### src/vajl_pkg.sv
// vajl_pkg: shared types and constants for the velocity/acceleration/jerk limiter
// item, configuration and inter-stage structs, register index codes
// no dependencies
`default_nettype none

package vajl_pkg;

   localparam int VAL_W     = 32;
   localparam int DT_W      = 16;
   localparam int CSR_IDX_W = 3;

   // register index codes
   localparam logic [CSR_IDX_W-1:0] CSR_ENABLE_MASK = 3'd0;
   localparam logic [CSR_IDX_W-1:0] CSR_VEL_MIN     = 3'd1;
   localparam logic [CSR_IDX_W-1:0] CSR_VEL_MAX     = 3'd2;
   localparam logic [CSR_IDX_W-1:0] CSR_ACCEL_MIN   = 3'd3;
   localparam logic [CSR_IDX_W-1:0] CSR_ACCEL_MAX   = 3'd4;
   localparam logic [CSR_IDX_W-1:0] CSR_JERK_MIN    = 3'd5;
   localparam logic [CSR_IDX_W-1:0] CSR_JERK_MAX    = 3'd6;

   // enable_mask bit positions
   localparam int EN_VEL   = 0;
   localparam int EN_ACCEL = 1;
   localparam int EN_JERK  = 2;

   typedef struct packed {
      logic signed [VAL_W-1:0] cmd;
      logic signed [VAL_W-1:0] v0;
      logic signed [VAL_W-1:0] v1;
      logic        [DT_W-1:0]  dt;
   } req_type;

   typedef struct packed {
      logic        [2:0]       enable_mask;
      logic signed [VAL_W-1:0] vel_min;
      logic signed [VAL_W-1:0] vel_max;
      logic signed [VAL_W-1:0] accel_min;
      logic signed [VAL_W-1:0] accel_max;
      logic signed [VAL_W-1:0] jerk_min;
      logic signed [VAL_W-1:0] jerk_max;
   } cfg_type;

   // item plus scaled bounds, out of the multiplier stages
   typedef struct packed {
      logic signed [VAL_W-1:0] cmd;
      logic signed [VAL_W-1:0] v0;
      logic signed [VAL_W-1:0] v1;
      logic signed [VAL_W:0]   jerk_lo;
      logic signed [VAL_W:0]   jerk_hi;
      logic signed [VAL_W-1:0] accel_lo;
      logic signed [VAL_W-1:0] accel_hi;
   } bound_type;

   // limited velocity with its command, into the ratio divider
   typedef struct packed {
      logic signed [VAL_W-1:0] cmd;
      logic signed [VAL_W-1:0] vel;
   } lim_type;

endpackage

`default_nettype wire

### src/vajl_clamp.sv
// vajl_clamp: three register stages applying the jerk, acceleration and
// velocity limits in turn; depends on vajl_pkg
`default_nettype none

module vajl_clamp import vajl_pkg::*; (
   input  logic      clock,
   input  logic      reset,
   input  logic      in_valid,
   input  bound_type in_bound,
   input  cfg_type   cfg,
   output logic      out_valid,
   output lim_type   out_lim
);

   localparam int SUM_W = 36;
   localparam logic signed [SUM_W-1:0] S32_MAX = 36'sh0_7FFF_FFFF;
   localparam logic signed [SUM_W-1:0] S32_MIN = -36'sh0_8000_0000;

   function automatic logic signed [SUM_W-1:0] clamp36(
      input logic signed [SUM_W-1:0] x,
      input logic signed [SUM_W-1:0] lo,
      input logic signed [SUM_W-1:0] hi
   );
      logic signed [SUM_W-1:0] t;
      t = (x < lo) ? lo : x;
      return (t > hi) ? hi : t;
   endfunction

   function automatic logic signed [VAL_W-1:0] sat32(input logic signed [SUM_W-1:0] x);
      logic signed [SUM_W-1:0] t;
      t = (x > S32_MAX) ? S32_MAX : ((x < S32_MIN) ? S32_MIN : x);
      return t[VAL_W-1:0];
   endfunction

   // stage 3: jerk limit
   logic                    s3_valid_ff;
   logic signed [VAL_W-1:0] s3_cmd_ff, s3_v0_ff, s3_vel_ff, s3_vel_in;
   logic signed [VAL_W-1:0] s3_acc_lo_ff, s3_acc_hi_ff;
   logic signed [SUM_W-1:0] jk_raw, jk_dd, jk_base;

   // stage 4: acceleration limit
   logic                    s4_valid_ff;
   logic signed [VAL_W-1:0] s4_cmd_ff, s4_vel_ff, s4_vel_in;
   logic signed [SUM_W-1:0] ac_raw, ac_d;

   // stage 5: velocity limit
   logic                    s5_valid_ff;
   lim_type                 s5_lim_ff, s5_lim_in;
   logic signed [SUM_W-1:0] vl_clamped;

   always_comb begin
      // second difference v - 2*v0 + v1
      jk_raw  = SUM_W'($signed(in_bound.cmd)) - SUM_W'($signed(in_bound.v0))
              - SUM_W'($signed(in_bound.v0)) + SUM_W'($signed(in_bound.v1));
      jk_dd   = clamp36(jk_raw, SUM_W'($signed(in_bound.jerk_lo)),
                        SUM_W'($signed(in_bound.jerk_hi)));
      jk_base = SUM_W'($signed(in_bound.v0)) + SUM_W'($signed(in_bound.v0))
              - SUM_W'($signed(in_bound.v1));
      s3_vel_in = cfg.enable_mask[EN_JERK] ? sat32(jk_base + jk_dd) : in_bound.cmd;
   end

   always_ff @(posedge clock) begin
      if (reset) begin
         s3_valid_ff <= 1'b0;
      end else begin
         s3_valid_ff <= in_valid;
      end
   end

   always_ff @(posedge clock) begin
      s3_cmd_ff    <= in_bound.cmd;
      s3_v0_ff     <= in_bound.v0;
      s3_vel_ff    <= s3_vel_in;
      s3_acc_lo_ff <= in_bound.accel_lo;
      s3_acc_hi_ff <= in_bound.accel_hi;
   end

   always_comb begin
      ac_raw    = SUM_W'($signed(s3_vel_ff)) - SUM_W'($signed(s3_v0_ff));
      ac_d      = clamp36(ac_raw, SUM_W'($signed(s3_acc_lo_ff)),
                          SUM_W'($signed(s3_acc_hi_ff)));
      s4_vel_in = cfg.enable_mask[EN_ACCEL] ? sat32(SUM_W'($signed(s3_v0_ff)) + ac_d)
                                            : s3_vel_ff;
   end

   always_ff @(posedge clock) begin
      if (reset) begin
         s4_valid_ff <= 1'b0;
      end else begin
         s4_valid_ff <= s3_valid_ff;
      end
   end

   always_ff @(posedge clock) begin
      s4_cmd_ff <= s3_cmd_ff;
      s4_vel_ff <= s4_vel_in;
   end

   always_comb begin
      vl_clamped    = clamp36(SUM_W'($signed(s4_vel_ff)), SUM_W'($signed(cfg.vel_min)),
                              SUM_W'($signed(cfg.vel_max)));
      s5_lim_in.cmd = s4_cmd_ff;
      s5_lim_in.vel = cfg.enable_mask[EN_VEL] ? vl_clamped[VAL_W-1:0] : s4_vel_ff;
   end

   always_ff @(posedge clock) begin
      if (reset) begin
         s5_valid_ff <= 1'b0;
      end else begin
         s5_valid_ff <= s4_valid_ff;
      end
   end

   always_ff @(posedge clock) begin
      s5_lim_ff <= s5_lim_in;
   end

   assign out_valid = s5_valid_ff;
   assign out_lim   = s5_lim_ff;

endmodule

`default_nettype wire

### config.mk
export PLATFORM = sky130hd
export DESIGN_NAME = vajl_clamp
export DESIGN_NICKNAME = d
export VERILOG_FILES = /design/src/vajl_pkg.sv /design/src/vajl_clamp.sv
export SDC_FILE = /design/constraint.sdc
export NUM_CORES = 1
export LEC_CHECK = 0
export BUFFER_PORTS_ARGS = -buffer_cell sky130_fd_sc_hd__buf_2
export CAP_MARGIN = 20
export CORE_ASPECT_RATIO = 1.2
export CORE_MARGIN = 2
export CORE_UTILIZATION = 59
export CTS_BUF_LIST = sky130_fd_sc_hd__clkbuf_4 sky130_fd_sc_hd__clkbuf_8
export CTS_CLUSTER_DIAMETER = 80
export DETAILED_ROUTE_END_ITERATION = 12
export GPL_ROUTABILITY_DRIVEN = 0
export PLACE_DENSITY_LB_ADDON = 0.25
export SETUP_SLACK_MARGIN = 0.05
export SLEW_MARGIN = 20
export SYNTH_ARGS = -nofsm -noshare
export SYNTH_HDL_FRONTEND = slang
export SYNTH_SLANG_ARGS = --single-unit
### constraint.sdc
create_clock -name clock -period 26.5 [get_ports clock]
set_input_delay 2.65 -clock clock [delete_from_list [all_inputs] [get_ports clock]]
set_output_delay 2.65 -clock clock [all_outputs]
set_load 0.005 [all_outputs]
# Yosys cells after proc, flatten, opt, wreduce, memory -nomap -nowiden

Index checks and enable logic that the tools add are counted.

Flip-flop bits (word level): 291
Output and inout port bits: 65
Logic and storage cells: 43
Input port bits: 424

Magnitude comparators: 10
Multiplexer cells: 13
$add $sub $neg: 8

Operator list:

| operator                                                         | number |
|---|---|
| 2-to-1 mux 32 bit                                                | 8 |
| 2-to-1 mux 36 bit                                                | 5 |
| greater-than comparator 36 x 32 -> 1 bit                         | 2 |
| greater-than comparator 36 x 32 -> 1 bit (second input constant) | 2 |
| < comparator 36 x 32 -> 1 bit (second input constant)            | 2 |
| subtractor 33 x 32 -> 34 bit                                     | 2 |
| subtractor 32 x 32 -> 33 bit                                     | 2 |
| adder 32 x 36 -> 36 bit                                          | 1 |
| adder 34 x 36 -> 36 bit                                          | 1 |
| greater-than comparator 36 x 33 -> 1 bit                         | 1 |
| adder 34 x 32 -> 35 bit                                          | 1 |
| < comparator 35 x 33 -> 1 bit                                    | 1 |
| adder 32 x 32 -> 33 bit                                          | 1 |
| < comparator 33 x 32 -> 1 bit                                    | 1 |
| < comparator 32 bit                                              | 1 |

# Logic depth before layout (Yosys ltp)

Depth in word-level cells: 12
Mapped depth: 52
Mapped depth without buffers: 48

# Least setup slack after synthesis

No wires, ideal clock.

Kind: input port to flip-flop
From: in in_bound[130] in the netlist's numbering
To: reg s3_vel_ff[18]
Buffers on the path: 4
Arrival: 12888 ps
Setup time: 137 ps
Setup slack: 13475 ps
Required time: 26363 ps
Stages on the path: 42
Cells stage by stage: fa_1 ha_1 a21o_1 a21oi_1 o21bai_1 a2111oi_2 o31ai_1 a22o_1 or3_1 a41oi_1 xor2_1 inv_1 ha_1 a21o_1 a21o_1 a221oi_1 o211ai_1 o31ai_1 [... 6 more ...] nand3_1 o31ai_1 clkbuf_1 mux2_2 fa_1 ha_1 fa_1 a211oi_1 o211ai_1 a31oi_1 nor3_2 nor3_1 nor2_1 xnor2_1 a41oi_2 nand2_4 buf_12 o221ai_2

Longest elaborated chain between the ends: 10
Elaborated cells on any way between the ends: 12
Classes of those cells: add/sub (3); order compare (4); mux (5)

Ends and longest elaborated chain:

| what                                     | line             | source |
|---|---|---|
| from (decl)                              | vajl_clamp.sv:9  | `input bound_type in_bound,` |
| adder 34 x 32 -> 35 bit                  | vajl_clamp.sv:54 | `- SUM_W'($signed(in_bound.v0)) + SUM_W'($signed(in_bound.v1));` |
| < comparator 35 x 33 -> 1 bit            | vajl_clamp.sv:25 | `t = (x < lo) ? lo : x;` |
| 2-to-1 mux 36 bit                        | vajl_clamp.sv:25 |  |
| greater-than comparator 36 x 33 -> 1 bit | vajl_clamp.sv:26 | `return (t > hi) ? hi : t;` |
| 2-to-1 mux 36 bit                        | vajl_clamp.sv:26 |  |
| adder 34 x 36 -> 36 bit (*)              | vajl_clamp.sv:59 | `s3_vel_in = cfg.enable_mask[EN_JERK] ? sat32(jk_base + jk_dd) : in_bound.cmd;` |
| < comparator 36 x 32 -> 1 bit            | vajl_clamp.sv:31 | `t = (x > S32_MAX) ? S32_MAX : ((x < S32_MIN) ? S32_MIN : x);` |
| 2-to-1 mux 32 bit                        | vajl_clamp.sv:31 |  |
| 2-to-1 mux 32 bit (*)                    | vajl_clamp.sv:31 |  |
| 2-to-1 mux 32 bit (*)                    | vajl_clamp.sv:59 |  |
| net s3_vel_in[18]                        | vajl_clamp.sv:37 | `logic signed [VAL_W-1:0] s3_cmd_ff, s3_v0_ff, s3_vel_ff, s3_vel_in;` |
| to (signal assigned)                     | vajl_clamp.sv:73 | `s3_vel_ff <= s3_vel_in;` |
| to (decl)                                | vajl_clamp.sv:37 |  |

Mark *: on every way through the listed nets, which the timed path passes. The rest lies on a longest branch.
A chain may end at the register's enable or synchronous reset.

# Final worst setup path

From: in in_bound[130] in the netlist's numbering
To: reg s3_vel_ff[8]

The elaborated chain is that of the path after synthesis.

==> reports/summary.txt <==
status - complete, no violations
final number of hold-violating endpoints - 0
FFs w/ async S/R, synth - 0
DRT Wirelength - 67700 microns
via count of the first global-routing pass - 21700
CTS tree - built
Hold Buf Count CTS - 0
CP dominant cell by count - a21oi_1
Syn Nets - 3586
setup TNS - 0 ps
core area - 39800 sq um
WL/cell - 18.4 microns
1st-pass router iterations - 7
Post-synth EDFFs - 0
Slew Limit Fails - 0
CP Launch Type - input pin
Final Skew - 38.7 ps
htree depth - 2
Num CTS Buffers - 47
layout cells sized above 1 - 0.204
layout net count - 3922
largest net degree at the start of global routing - 97
first-pass GRT wire length - 106000 microns
Finished Layout Cells - 3677
multi-input logic area - 16200 sq um
DR vias/cell - 5.95
FILL cells - 3214
IO buf count - 360
CTS Root Cell - clkbuf_8
clock latency on the worst-skew pair - 640 ps
Placed Cells - 3580
most frequent cells in the layout - inv_1, buf_2, ha_1
Final period util - 0.569
most frequently used flop master after synthesis - dfxtp_1
gr ovfl total - 0
# rows - 80
# Post-CTS Setup Buffers - 0
antenna-violating nets left - 0
crit-path max cell delay - 680 ps
Post-DP HPWL - 55300 microns
final worst path period need - 15080 ps
flops & latches, synth - 291
DRC viols - 0
die area - 42200 sq um
Critical Path AT - 15550 ps
highest-delay cell along the critical path - nand2_2
Worst-path clk slew - 70 ps
Worst-Margin Slew - 946 ps
GRT Util Overall - 0.313
critical path class - in2reg
area grow syn2layout - 14.3%
routed vias - 21900
drt first-iter violations - 1326
syn_area_per_cell - 8.66 sq um
crit path capture type - flop
clock buffer depth - 3
CTS sink cnt - 291
Max Clock Freq - 0.0663 GHz
Mapped Area - 23900 sq um
worst hold path type - reg2reg
flip-flop and latch area - 5830 sq um
critical path peak fanout - 45
Crit path required time - 26970 ps
number of antenna violations at the first check in global routing - 6
die height - 225 microns
Slew HR - 0.364
CTS-repair resized insts - 0
RSZ-0062 raised after global routing - no
Post-Syn Instances - 2760
register area share after synthesis - 0.244
synth unique cells - 82
Initial Util - 0.600
commonest non-fill, non-tap cell in the layout - inv_1
final setup fails - 0
DIE WIDTH - 188 microns
yosys warns - 0
# IOs - 489
max-cap viol count - 0
==> registers in the layout (all words and copies together), names as in the netlist <==
signal        count
out_lim          64
s3_acc_hi_ff     32
s3_acc_lo_ff     32
s3_cmd_ff        32
s3_v0_ff         32
s3_vel_ff        32
s4_cmd_ff        32
s4_vel_ff        32
out_valid         1
s3_valid_ff       1
s4_valid_ff       1
==> stage by stage <==
stage	utilization	setup WS, ps	cell area [sq um]	hold WS [ps]
3_5_place_dp	0.657	11030	26200	312
6_report	0.686	11420	27300	326
4_1_cts	0.685	11700	27300	328
5_1_grt	0.686	10900	27300	333
2_1_floorplan	-	13470	23900	310
3_3_place_gp	0.657	11220	26200	311
==> layout make-up <==
type	instances	area share
clock buffer	69	0.0331
tap	533	0.0244
multi-input combinational	1955	0.592
antenna	10	0.000916
inverter	430	0.0591
sequential	291	0.213
clock inverter	18	0.00833
timing repair buffer	371	0.0689
==> synthesized netlist by cell type, types with 60 or more instances <==
| master | count | area, sq um |
|---|---|---|
| clkbuf_1 | 68 | 255 |
| a21o_1 | 120 | 901 |
| mux2_2 | 112 | 1260 |
| nand3_1 | 60 | 300 |
| nand2_1 | 120 | 450 |
| nor2_1 | 118 | 443 |
| inv_1 | 427 | 1600 |
| o21ai_0 | 109 | 546 |
| xnor2_1 | 64 | 561 |
| a21oi_1 | 186 | 931 |
| dfxtp_1 | 291 | 5830 |
| fa_1 | 70 | 1400 |
| ha_1 | 332 | 4150 |
==> metal layers <==
metal,vias up,global-route usage,share of wire
li1,10500,-,-
met1,10100,0.387,0.40
met2,1040,0.530,0.46
met3,218,0.0374,0.077
met4,0,0.180,0.061
met5,-,0,0
==> worst paths after layout <==
kind	from	end	slack, ps	cells after the start
setup / recovery	in_bound[130]	s3_vel_ff[8]	11420	45
hold / removal	s3_cmd_ff[18]	s4_cmd_ff[18]	330	0
setup reg to reg	s3_vel_ff[0]	s4_vel_ff[3]	14560	41
hold reg to reg	s3_cmd_ff[18]	s4_cmd_ff[18]	330	0
==> kinds of logic after synthesis <==
| kind of cell | share of synthesized area |
|---|---|
| buf+inv | 0.0831 |
| compound gates | 0.227 |
| simple gates | 0.113 |
| fa+ha+maj | 0.232 |
| mux | 0.0569 |
| flops | 0.244 |
| xor+xnor | 0.0432 |
==> critical path: cells and delay by family <==
| family | cells | cell delay, ps |
|---|---|---|
| mux | 1 | 390 |
| compound gates | 23 | 5410 |
| buf+inv | 3 | 1000 |
| fa+ha+maj | 7 | 2560 |
| xor+xnor | 1 | 240 |
| simple gates | 10 | 3200 |
Power is not shown: default switching activity piles up to over one toggle a cycle in this logic, so the estimate is an artifact.
